### src/sv/gdds_pkg.sv
// gdds_pkg: shared types, constants and calendar functions for the date stepper
// used by gdds_ctrl, gdds_datapath and gregorian_date_day_stepper
`default_nettype none

package gdds_pkg;

    // field widths
    localparam int DAY_W       = 5;
    localparam int MONTH_W     = 4;
    localparam int YEAR_W      = 14;
    localparam int DAY_COUNT_W = 12;

    // low bits of day_count that are honored
    localparam int COUNT_BITS  = 12;
    localparam int CNT_W       = (COUNT_BITS < DAY_COUNT_W) ? COUNT_BITS : DAY_COUNT_W;

    // stream packing
    localparam int S_TDATA_W   = 40;
    localparam int M_TDATA_W   = 24;
    localparam int M_TUSER_W   = 2;

    // calendar limits
    localparam logic [YEAR_W-1:0]  YEAR_MAX  = YEAR_W'(9999);
    localparam logic [MONTH_W-1:0] MONTH_JAN = MONTH_W'(1);
    localparam logic [MONTH_W-1:0] MONTH_DEC = MONTH_W'(12);
    localparam logic [DAY_W-1:0]   DAY_FIRST = DAY_W'(1);
    localparam logic [DAY_W-1:0]   DAY_LAST  = DAY_W'(31);

    // year mod 400 by reciprocal: q = (y * 40) >> 14 is floor(y/400) or one less
    localparam int LEAP_CYCLE  = 400;
    localparam int QUOT_MUL    = 40;
    localparam int DIV_SHIFT   = 14;
    localparam int Q_W         = 6;
    localparam int R_W         = 9;

    // direction codes
    localparam logic DIR_FWD = 1'b0;
    localparam logic DIR_BWD = 1'b1;

    // controller to datapath commands
    typedef struct packed {
        logic load_in;
        logic calc_q;
        logic calc_r;
        logic check;
        logic step;
        logic set_err;
        logic load_out;
    } gdds_cmd_t;

    // datapath to controller status
    typedef struct packed {
        logic done;
        logic at_limit;
        logic out_free;
    } gdds_sts_t;

    // leap year from the two low year bits and the year mod 400
    function automatic logic is_leap(input logic [1:0] y_lo, input logic [R_W-1:0] r400);
        logic cent;
        cent = (r400 == R_W'(100)) || (r400 == R_W'(200)) || (r400 == R_W'(300));
        return (y_lo == 2'b00) && !cent;
    endfunction

    // days in a month, zero for a month outside 1 to 12
    function automatic logic [DAY_W-1:0] month_len(input logic [MONTH_W-1:0] m,
                                                   input logic leap);
        logic [DAY_W-1:0] len;
        case (m)
            4'd1, 4'd3, 4'd5, 4'd7, 4'd8, 4'd10, 4'd12: len = DAY_W'(31);
            4'd4, 4'd6, 4'd9, 4'd11:                    len = DAY_W'(30);
            4'd2:                                       len = leap ? DAY_W'(29) : DAY_W'(28);
            default:                                    len = '0;
        endcase
        return len;
    endfunction

endpackage

`default_nettype wire

### src/sv/gregorian_date_day_stepper.sv
// gregorian_date_day_stepper: top level, stream ports around controller and datapath
// depends on gdds_pkg, gdds_ctrl and gdds_datapath
`default_nettype none

// Takes a Gregorian date, a direction and a day count, and moves the date that many
// days forward or backward, one day per clock through a single stepping datapath.
// After acceptance a request passes through the year mod 400 computation (quotient,
// then remainder), the date check, the per-day step loop over N days, N being the
// number of days actually stepped (zero for an invalid date, at most 4095), the check
// that finds the count spent or the year limit reached, and the result load. A sink
// that holds off keeps the result load waiting. One request is worked at a time; a
// new one is taken on the cycle after the previous result is loaded into the output
// register, even if the sink has not yet taken it. An invalid date (day 0, month
// outside 1 to 12, day past month end, year past 9999) comes back unchanged with
// date_valid low. Stepping past 31/12/9999 or before 1/1/0 stops at that date and
// raises range_error.
module gregorian_date_day_stepper (
    input  wire logic                            clk,
    input  wire logic                            rst_n,
    input  wire logic                            s_tvalid,
    output logic                                 s_tready,
    input  wire logic [gdds_pkg::S_TDATA_W-1:0]  s_tdata,  // day, month, year, day_count
    input  wire logic                            s_tuser,  // req_type
    output logic                                 m_tvalid,
    input  wire logic                            m_tready,
    output logic [gdds_pkg::M_TDATA_W-1:0]       m_tdata,  // out_day, out_month, out_year
    output logic [gdds_pkg::M_TUSER_W-1:0]       m_tuser   // date_valid, range_error
);

    localparam int MON_LO  = gdds_pkg::DAY_W;
    localparam int YEAR_LO = MON_LO + gdds_pkg::MONTH_W;
    localparam int CNT_LO  = YEAR_LO + gdds_pkg::YEAR_W;
    localparam int USED_W  = CNT_LO + gdds_pkg::DAY_COUNT_W;
    localparam int OUT_W   = YEAR_LO + gdds_pkg::YEAR_W;

    gdds_pkg::gdds_cmd_t cmd;
    gdds_pkg::gdds_sts_t sts;

    logic [gdds_pkg::DAY_W-1:0]   o_day;
    logic [gdds_pkg::MONTH_W-1:0] o_month;
    logic [gdds_pkg::YEAR_W-1:0]  o_year;
    logic                         o_date_valid;
    logic                         o_range_error;
    logic [gdds_pkg::S_TDATA_W-USED_W-1:0] pad_unused;

    // padding bits of the input transaction carry nothing
    assign pad_unused = s_tdata[gdds_pkg::S_TDATA_W-1:USED_W];

    // sequencer
    gdds_ctrl u_ctrl (
        .clk      (clk),
        .rst_n    (rst_n),
        .in_valid (s_tvalid),
        .in_ready (s_tready),
        .sts      (sts),
        .cmd      (cmd)
    );

    // date registers and stepper
    gdds_datapath u_datapath (
        .clk             (clk),
        .rst_n           (rst_n),
        .cmd             (cmd),
        .sts             (sts),
        .in_dir          (s_tuser),
        .in_day          (s_tdata[MON_LO-1:0]),
        .in_month        (s_tdata[YEAR_LO-1:MON_LO]),
        .in_year         (s_tdata[CNT_LO-1:YEAR_LO]),
        .in_count        (s_tdata[USED_W-1:CNT_LO]),
        .out_valid       (m_tvalid),
        .out_ready       (m_tready),
        .out_day         (o_day),
        .out_month       (o_month),
        .out_year        (o_year),
        .out_date_valid  (o_date_valid),
        .out_range_error (o_range_error)
    );

    // result packing
    assign m_tdata = {(gdds_pkg::M_TDATA_W-OUT_W)'(pad_unused & '0), o_year, o_month, o_day};
    assign m_tuser = {o_range_error, o_date_valid};

`ifndef SYNTHESIS
    // a taken request blocks input until the result is registered
    a_busy_after_accept: assert property (@(posedge clk) disable iff (!rst_n)
        s_tvalid && s_tready |=> !s_tready)
        else $error("input ready right after accepting a request");

    // range error only on a valid starting date
    a_err_needs_valid: assert property (@(posedge clk) disable iff (!rst_n)
        m_tvalid |-> !(o_range_error && !o_date_valid))
        else $error("range_error set on an invalid date");

    // range error leaves the date at one of the two limits
    a_err_at_limit: assert property (@(posedge clk) disable iff (!rst_n)
        m_tvalid && o_range_error |->
            (o_year == gdds_pkg::YEAR_MAX && o_month == gdds_pkg::MONTH_DEC
                && o_day == gdds_pkg::DAY_LAST)
            || (o_year == '0 && o_month == gdds_pkg::MONTH_JAN
                && o_day == gdds_pkg::DAY_FIRST))
        else $error("range_error with a date away from the year limits");

    // a valid result never has day zero
    a_valid_day: assert property (@(posedge clk) disable iff (!rst_n)
        m_tvalid && o_date_valid |-> o_day != '0)
        else $error("valid result with day zero");
`endif

endmodule

`default_nettype wire

### src/sv/gdds_ctrl.sv
// gdds_ctrl: state machine sequencing one request through the datapath
// depends on gdds_pkg for command and status structs
`default_nettype none

module gdds_ctrl (
    input  wire logic                clk,
    input  wire logic                rst_n,
    input  wire logic                in_valid,
    output logic                     in_ready,
    input  wire gdds_pkg::gdds_sts_t sts,
    output gdds_pkg::gdds_cmd_t      cmd
);

    localparam logic [2:0] ST_IDLE  = 3'd0;
    localparam logic [2:0] ST_DIV   = 3'd1;
    localparam logic [2:0] ST_MOD   = 3'd2;
    localparam logic [2:0] ST_CHECK = 3'd3;
    localparam logic [2:0] ST_STEP  = 3'd4;
    localparam logic [2:0] ST_DONE  = 3'd5;

    logic [2:0] state_reg;
    logic [2:0] state_next;

    assign in_ready = (state_reg == ST_IDLE);

    // next state and commands
    always_comb
    begin
        state_next = state_reg;
        cmd        = '0;
        case (state_reg)
            ST_IDLE:
            begin
                if (in_valid)
                begin
                    cmd.load_in = 1'b1;
                    state_next  = ST_DIV;
                end
            end
            ST_DIV:
            begin
                cmd.calc_q = 1'b1;
                state_next = ST_MOD;
            end
            ST_MOD:
            begin
                cmd.calc_r = 1'b1;
                state_next = ST_CHECK;
            end
            ST_CHECK:
            begin
                cmd.check  = 1'b1;
                state_next = ST_STEP;
            end
            ST_STEP:
            begin
                if (sts.done)
                begin
                    state_next = ST_DONE;
                end
                else if (sts.at_limit)
                begin
                    cmd.set_err = 1'b1;
                    state_next  = ST_DONE;
                end
                else
                begin
                    cmd.step = 1'b1;
                end
            end
            ST_DONE:
            begin
                if (sts.out_free)
                begin
                    cmd.load_out = 1'b1;
                    state_next   = ST_IDLE;
                end
            end
            default:
            begin
                state_next = ST_IDLE;
            end
        endcase
    end

    // state register
    always_ff @(posedge clk or negedge rst_n)
    begin
        if (!rst_n)
        begin
            state_reg <= ST_IDLE;
        end
        else
        begin
            state_reg <= state_next;
        end
    end

endmodule

`default_nettype wire

### src/sv/gdds_datapath.sv
// gdds_datapath: date registers, year mod 400 unit, day stepper and result register
// depends on gdds_pkg for widths, constants and calendar functions
`default_nettype none

module gdds_datapath (
    input  wire logic                          clk,
    input  wire logic                          rst_n,
    input  wire gdds_pkg::gdds_cmd_t           cmd,
    output gdds_pkg::gdds_sts_t                sts,
    input  wire logic                          in_dir,
    input  wire logic [gdds_pkg::DAY_W-1:0]    in_day,
    input  wire logic [gdds_pkg::MONTH_W-1:0]  in_month,
    input  wire logic [gdds_pkg::YEAR_W-1:0]   in_year,
    input  wire logic [gdds_pkg::DAY_COUNT_W-1:0] in_count,
    output logic                               out_valid,
    input  wire logic                          out_ready,
    output logic [gdds_pkg::DAY_W-1:0]         out_day,
    output logic [gdds_pkg::MONTH_W-1:0]       out_month,
    output logic [gdds_pkg::YEAR_W-1:0]        out_year,
    output logic                               out_date_valid,
    output logic                               out_range_error
);

    localparam int PROD_W = gdds_pkg::YEAR_W + gdds_pkg::Q_W;
    localparam int DIFF_W = gdds_pkg::YEAR_W + 1;

    // working date
    logic                            dir_reg;
    logic [gdds_pkg::DAY_W-1:0]      day_reg,   day_next;
    logic [gdds_pkg::MONTH_W-1:0]    mon_reg,   mon_next;
    logic [gdds_pkg::YEAR_W-1:0]     year_reg,  year_next;
    logic [gdds_pkg::R_W-1:0]        r400_reg,  r400_next;
    logic [gdds_pkg::CNT_W-1:0]      cnt_reg;
    logic [gdds_pkg::Q_W-1:0]        q_reg;
    logic                            valid_reg;
    logic                            err_reg;

    // result register
    logic                            m_valid_reg;
    logic [gdds_pkg::DAY_W-1:0]      o_day_reg;
    logic [gdds_pkg::MONTH_W-1:0]    o_mon_reg;
    logic [gdds_pkg::YEAR_W-1:0]     o_year_reg;
    logic                            o_valid_reg;
    logic                            o_err_reg;

    logic [PROD_W-1:0]               prod;
    logic [DIFF_W-1:0]               diff;
    logic [gdds_pkg::R_W:0]          rem;
    logic [gdds_pkg::R_W-1:0]        rem_fix;
    logic                            leap;
    logic [gdds_pkg::DAY_W-1:0]      mlen;
    logic [gdds_pkg::DAY_W-1:0]      prev_len;
    logic                            date_ok;
    logic                            lim_fwd;
    logic                            lim_bwd;

    // quotient estimate of year / 400
    assign prod = PROD_W'(year_reg) * PROD_W'(gdds_pkg::QUOT_MUL);

    // remainder with one correction
    assign diff    = DIFF_W'(year_reg) - DIFF_W'(q_reg) * DIFF_W'(gdds_pkg::LEAP_CYCLE);
    assign rem     = diff[gdds_pkg::R_W:0];
    assign rem_fix = (rem >= (gdds_pkg::R_W+1)'(gdds_pkg::LEAP_CYCLE))
                   ? gdds_pkg::R_W'(rem - (gdds_pkg::R_W+1)'(gdds_pkg::LEAP_CYCLE))
                   : gdds_pkg::R_W'(rem);

    // month lengths of the working date
    assign leap     = gdds_pkg::is_leap(year_reg[1:0], r400_reg);
    assign mlen     = gdds_pkg::month_len(mon_reg, leap);
    assign prev_len = gdds_pkg::month_len(mon_reg - gdds_pkg::MONTH_W'(1), leap);

    // starting date check
    assign date_ok = (year_reg <= gdds_pkg::YEAR_MAX) && (day_reg != '0) && (day_reg <= mlen);

    // stepping would leave the year range
    assign lim_fwd = (day_reg >= mlen) && (mon_reg >= gdds_pkg::MONTH_DEC)
                   && (year_reg >= gdds_pkg::YEAR_MAX);
    assign lim_bwd = (day_reg <= gdds_pkg::DAY_FIRST) && (mon_reg <= gdds_pkg::MONTH_JAN)
                   && (year_reg == '0);

    assign sts.done     = !valid_reg || (cnt_reg == '0);
    assign sts.at_limit = (dir_reg == gdds_pkg::DIR_FWD) ? lim_fwd : lim_bwd;
    assign sts.out_free = !m_valid_reg || out_ready;

    // one day forward or backward
    always_comb
    begin
        day_next  = day_reg;
        mon_next  = mon_reg;
        year_next = year_reg;
        r400_next = r400_reg;
        if (dir_reg == gdds_pkg::DIR_FWD)
        begin
            if (day_reg < mlen)
            begin
                day_next = day_reg + gdds_pkg::DAY_W'(1);
            end
            else if (mon_reg < gdds_pkg::MONTH_DEC)
            begin
                day_next = gdds_pkg::DAY_FIRST;
                mon_next = mon_reg + gdds_pkg::MONTH_W'(1);
            end
            else
            begin
                day_next  = gdds_pkg::DAY_FIRST;
                mon_next  = gdds_pkg::MONTH_JAN;
                year_next = year_reg + gdds_pkg::YEAR_W'(1);
                r400_next = (r400_reg == gdds_pkg::R_W'(gdds_pkg::LEAP_CYCLE - 1))
                          ? '0 : r400_reg + gdds_pkg::R_W'(1);
            end
        end
        else
        begin
            if (day_reg > gdds_pkg::DAY_FIRST)
            begin
                day_next = day_reg - gdds_pkg::DAY_W'(1);
            end
            else if (mon_reg > gdds_pkg::MONTH_JAN)
            begin
                mon_next = mon_reg - gdds_pkg::MONTH_W'(1);
                day_next = prev_len;
            end
            else
            begin
                year_next = year_reg - gdds_pkg::YEAR_W'(1);
                mon_next  = gdds_pkg::MONTH_DEC;
                day_next  = gdds_pkg::DAY_LAST;
                r400_next = (r400_reg == '0)
                          ? gdds_pkg::R_W'(gdds_pkg::LEAP_CYCLE - 1)
                          : r400_reg - gdds_pkg::R_W'(1);
            end
        end
    end

    // working registers
    always_ff @(posedge clk)
    begin
        if (cmd.load_in)
        begin
            dir_reg  <= in_dir;
            day_reg  <= in_day;
            mon_reg  <= in_month;
            year_reg <= in_year;
            cnt_reg  <= in_count[gdds_pkg::CNT_W-1:0];
            err_reg  <= 1'b0;
        end
        if (cmd.calc_q)
        begin
            q_reg <= prod[gdds_pkg::DIV_SHIFT +: gdds_pkg::Q_W];
        end
        if (cmd.calc_r)
        begin
            r400_reg <= rem_fix;
        end
        if (cmd.check)
        begin
            valid_reg <= date_ok;
        end
        if (cmd.step)
        begin
            day_reg  <= day_next;
            mon_reg  <= mon_next;
            year_reg <= year_next;
            r400_reg <= r400_next;
            cnt_reg  <= cnt_reg - gdds_pkg::CNT_W'(1);
        end
        if (cmd.set_err)
        begin
            err_reg <= 1'b1;
        end
    end

    // result payload
    always_ff @(posedge clk)
    begin
        if (cmd.load_out)
        begin
            o_day_reg   <= day_reg;
            o_mon_reg   <= mon_reg;
            o_year_reg  <= year_reg;
            o_valid_reg <= valid_reg;
            o_err_reg   <= err_reg;
        end
    end

    // result valid flag
    always_ff @(posedge clk or negedge rst_n)
    begin
        if (!rst_n)
        begin
            m_valid_reg <= 1'b0;
        end
        else if (cmd.load_out)
        begin
            m_valid_reg <= 1'b1;
        end
        else if (out_ready)
        begin
            m_valid_reg <= 1'b0;
        end
    end

    assign out_valid       = m_valid_reg;
    assign out_day         = o_day_reg;
    assign out_month       = o_mon_reg;
    assign out_year        = o_year_reg;
    assign out_date_valid  = o_valid_reg;
    assign out_range_error = o_err_reg;

endmodule

`default_nettype wire
### config.mk
export PLATFORM = sky130hd
export DESIGN_NAME = gregorian_date_day_stepper
export DESIGN_NICKNAME = d
export VERILOG_FILES = /design/src/sv/gdds_pkg.sv /design/src/sv/gregorian_date_day_stepper.sv /design/src/sv/gdds_ctrl.sv /design/src/sv/gdds_datapath.sv
export SDC_FILE = /design/constraint.sdc
export NUM_CORES = 1
export LEC_CHECK = 0
export ABC_AREA = 1
export BUFFER_PORTS_ARGS = -buffer_cell sky130_fd_sc_hd__buf_2
export CORE_MARGIN = 2
export CORE_UTILIZATION = 50
export DETAILED_ROUTE_END_ITERATION = 10
export PLACE_DENSITY = 0.73
export SLEW_MARGIN = 15
export SYNTH_ARGS = -nofsm -noshare
export SYNTH_HDL_FRONTEND = slang
export SYNTH_HIERARCHICAL = 1
export SYNTH_SLANG_ARGS = --single-unit
### constraint.sdc
create_clock -name clk -period 4.09 [get_ports clk]
set_input_delay 0 -clock clk [delete_from_list [all_inputs] [get_ports clk]]
set_output_delay 0 -clock clk [all_outputs]
set_load 0.1 [all_outputs]
==> reports/qor.txt <==
Synth cell types -> 52
CP Capture Type -> flop
CP required -> 4.20 ns
DR vias/cell -> 5.29
Crit path time final -> 4.02 ns
Final Skew -> 0.00996 ns
Fillers -> 1046
Routed met1 length -> 7380 um
Nets -> 1024
GRT overflow -> 0
Post-route DRC -> 0
Fraction of synthesized cell area in xor and xnor cells -> 4.91%
Register area -> 2430 um^2
Sw Share -> 49.5%
Asr flop ratio synth -> 4.88%
Max rail drop VDD -> 0.435 mV
Row Count -> 41
Clk buf depth -> 2
NetSw -> 0.00339 W
Initial DRT Pass Iterations -> 5
H-tree depth -> 3
Post-Syn Area -> 6440 um^2
Critical Path Fanout Max -> 14
Mux cell area share after synthesis -> 0%
PwrDens -> 858 nW/um^2
Total Routed Length -> 16100 um
CTS tree -> done
Top layer reached by signal wires -> met4
Slew @ Worst Pin -> 1.07 ns
Total CTS buffers -> 9
HP Class -> primary input to flop
Detailed Route Iter0 Violations -> 462
Worst skew pair latency -> 0.35 ns
Met2 WL post-DR -> 7580 um
Largest net degree at the start of global routing -> 47
Starting density of the core -> 51.1%
Clock network power share -> 12.3%
Main combinational cell family by area after synthesis -> simple AND/OR/NAND/NOR gates
Period utilization -> 98.4%
Core Region -> 12600 um^2
Clk sinks -> 82
Port bufs -> 66
First-pass GRT wire length -> 25200 um
Internal Power -> 0.00346 W
Hpwl dp -> 11000 um
Multi-input gate area -> 3670 um^2
Gate power share -> 62.9%
Synth Register Bits -> 82
Post-Synth Simple-Gate Area -> 24.9%
Mean area per synthesized cell -> 8.18 um^2
DIE HEIGHT -> 118 um
Layout cells sized above 1 -> 19.1%
Die width -> 118 um
Antenna-violating nets left -> 0
Arrival time worst endpoint -> 4.13 ns
Max-Cap Viols -> 0
Vias in the first global route -> 5373
Final Setup Violations -> 0
Sequential Power Share -> 24.8%
Setup_tns -> 0 ns
Wire length on met3 -> 894 um
Cells after synthesis -> 788
Syn nets -> 900
Worst rel slew slack -> 28.4%
Status -> finished clean
Setup Crit Path Kind -> flop to flop
Synth-to-layout area growth -> 23.9%
Peak Freq -> 248 MHz
Slowest-stage cell, CP -> edfxtp_1
Avg WL per Cell -> 14.8 um
Initial antenna violation count -> 0
Worst-path clk slew -> 0.07 ns
Total die area -> 13800 um^2
Routability cong. -> 0.929
CP Buf/Inv Count -> 7
Worst path top cell family by delay -> simple AND/OR/NAND/NOR gates
Finished Core Util -> 63.3%
Total GRT Usage -> 22.6%
N_diodes -> 0
Post-Synth Adder-Cell Area -> 13.2%
Via count -> 5758
CTS root buf -> clkbuf_16
Post-synth EDFFs -> 77
Slowest stage delay, CP -> 0.47 ns
Ys Warns -> 6
Top_reg_cell synth -> edfxtp_1
Final Max Tran Viols -> 0
Total leakage power -> 3.61 nW
Worst Setup Start Kind -> flop
Final-report hold violation count -> 0
Ports -> 73
Fraction of the mapped netlist area in compound gates -> 12.1%
Register area share after synthesis -> 37.7%
-- cells in the mapped netlist (2+ instances only) --
cell type  count  area [um^2]
nand4_1        9         56.3
nand3_2        4         40.0
xor2_4         2         55.1
buf_4          3         22.5
a21o_1         4         30.0
o31ai_1        4         30.0
nor2_1        90          338
o2bb2ai_1      2         17.5
clkbuf_8       2         27.5
inv_2          7         26.3
o21a_1         2         15.0
a21oi_1       37          185
ha_1          65          813
xor2_1        12          105
dfrtp_1        4          100
o21ai_1        8         40.0
clkbuf_1       7         26.3
o21bai_1       5         37.5
a21oi_2        2         17.5
or2_1          2         12.5
nand2_2        6         37.5
xnor2_1       16          140
edfxtp_1      77         2310
o211ai_1       4         30.0
or2_2          3         18.8
a22oi_1        2         15.0
nand3_1       47          235
a31oi_1       14         87.6
nor3_1        16         80.1
inv_1         90          338
o221ai_1       2         17.5
nor2_4         3         33.8
nand2_1      168          631
nor2_2         7         43.8
o21ai_0       41          205
fa_1           2         40.0
nor3_2         3         30.0
nand3b_1       2         15.0
-- worst paths after layout --
kind | startpoint | to | slack (ns) | depth (start not counted)
worst max-delay path | u_datapath/mon_reg[0] | u_datapath/year_reg[13] | 0.07 | 25
worst min-delay path | s_tdata[16] | u_datapath/year_reg[7] | 0.01 | 3
worst max register to register | u_datapath/mon_reg[0] | u_datapath/year_reg[13] | 0.07 | 25
worst min register to register | u_datapath/err_reg | u_datapath/err_reg | 0.48 | 2
max in group asynchronous | rst_n | u_ctrl/state_reg[0] | 3.35 | 3
min in group asynchronous | rst_n | u_datapath/out_valid | 0.56 | 3
-- placed cells by master, fill, tap and decap left out, types with 3 or more instances in the layout --
master,count
o31ai_1,4
nor3_2,4
a31oi_1,14
o21ai_0,40
buf_2,66
nor3_4,3
edfxtp_1,77
nor2_1,86
xnor2_1,16
nand3_2,4
o21bai_1,5
nand2_2,8
inv_2,10
dlygate4sd3_1,31
xor2_1,12
nand4_1,9
or2_2,3
nand2_1,166
o21ai_1,8
nand3_1,47
inv_1,86
ha_1,59
buf_4,20
clkbuf_16,12
nor2_4,4
nor2_2,10
o211ai_1,4
ha_4,3
ha_2,3
dfrtp_1,4
nor3_1,12
a21o_1,4
a21oi_1,37
buf_12,5
-- per-layer routing --
layer | up-vias | global-route usage (%)
li1 | 2934 | -
met1 | 2611 | 31.2
met2 | 191 | 36.5
met3 | 22 | 3.59
met4 | 0 | 7.53
met5 | - | 0
-- metrics by stage --
stage / hold WS, ns / area (um^2) / setup slack [ns] / instances / total power (W)
6_report: 0.0147 / 7990 / 0.0650 / 1089 / 0.00685
5_1_grt: 0.0150 / 7990 / -0.174 / 1089 / 0.00745
4_1_cts: 0.00617 / 7720 / 0.00673 / 1076 / 0.00663
3_5_place_dp: -0.181 / 7100 / -0.0655 / 1029 / 0.00574
3_3_place_gp: -0.185 / 7100 / 0.0973 / 1029 / 0.00568
2_1_floorplan: -0.296 / 6460 / 0.136 / 788 / 0.00486
-- what timing repair did --
item | 4_1_cts | 5_1_grt
setup endpoints to repair | 27 | 74
hold endpoints to repair | 33 | 0
resized for setup | 1 | 27
hold buffers | 31 | 0
pin swaps | 0 | 7
setup buffers | 0 | 23
cloned | 0 | 3
-- power by group through the flow --
stage / Combinational, W / Clock [W] / Sequential [W]
3_3_place_gp: 0.00398 / 0 / 0.00170
6_report: 0.00431 / 0.000841 / 0.00170
5_1_grt: 0.00482 / 0.000897 / 0.00173
2_1_floorplan: 0.00292 / 0 / 0.00194
4_1_cts: 0.00409 / 0.000857 / 0.00169
3_5_place_dp: 0.00403 / 0 / 0.00171
-- cell type report --
type                       instances  area share [%]
inverter                          98            4.64
multi-input combinational        594            46.0
sequential                        82            30.5
timing repair buffer             127            12.4
clock buffer                      11            3.04
clock inverter                     5           0.783
tap                              172            2.70
-- cells by family after synthesis --
group           Yosys count
xor+xnor                 31
fa+ha+maj                67
compound gates          132
buf+inv                 112
simple gates            363
flops                    82
other cells               1
-- worst register-to-register path: cells and delay by family, from the launching register on --
| kind | cells | cell delay, ns |
|---|---|---|
| buffers and inverters | 7 | 0.77 |
| adders and majority gates | 2 | 0.44 |
| DFF | 1 | 0.47 |
| and+or+nand+nor | 11 | 1.31 |
| AOI/OAI and AO/OA | 5 | 0.80 |
Power figures use the tool's default switching activity.
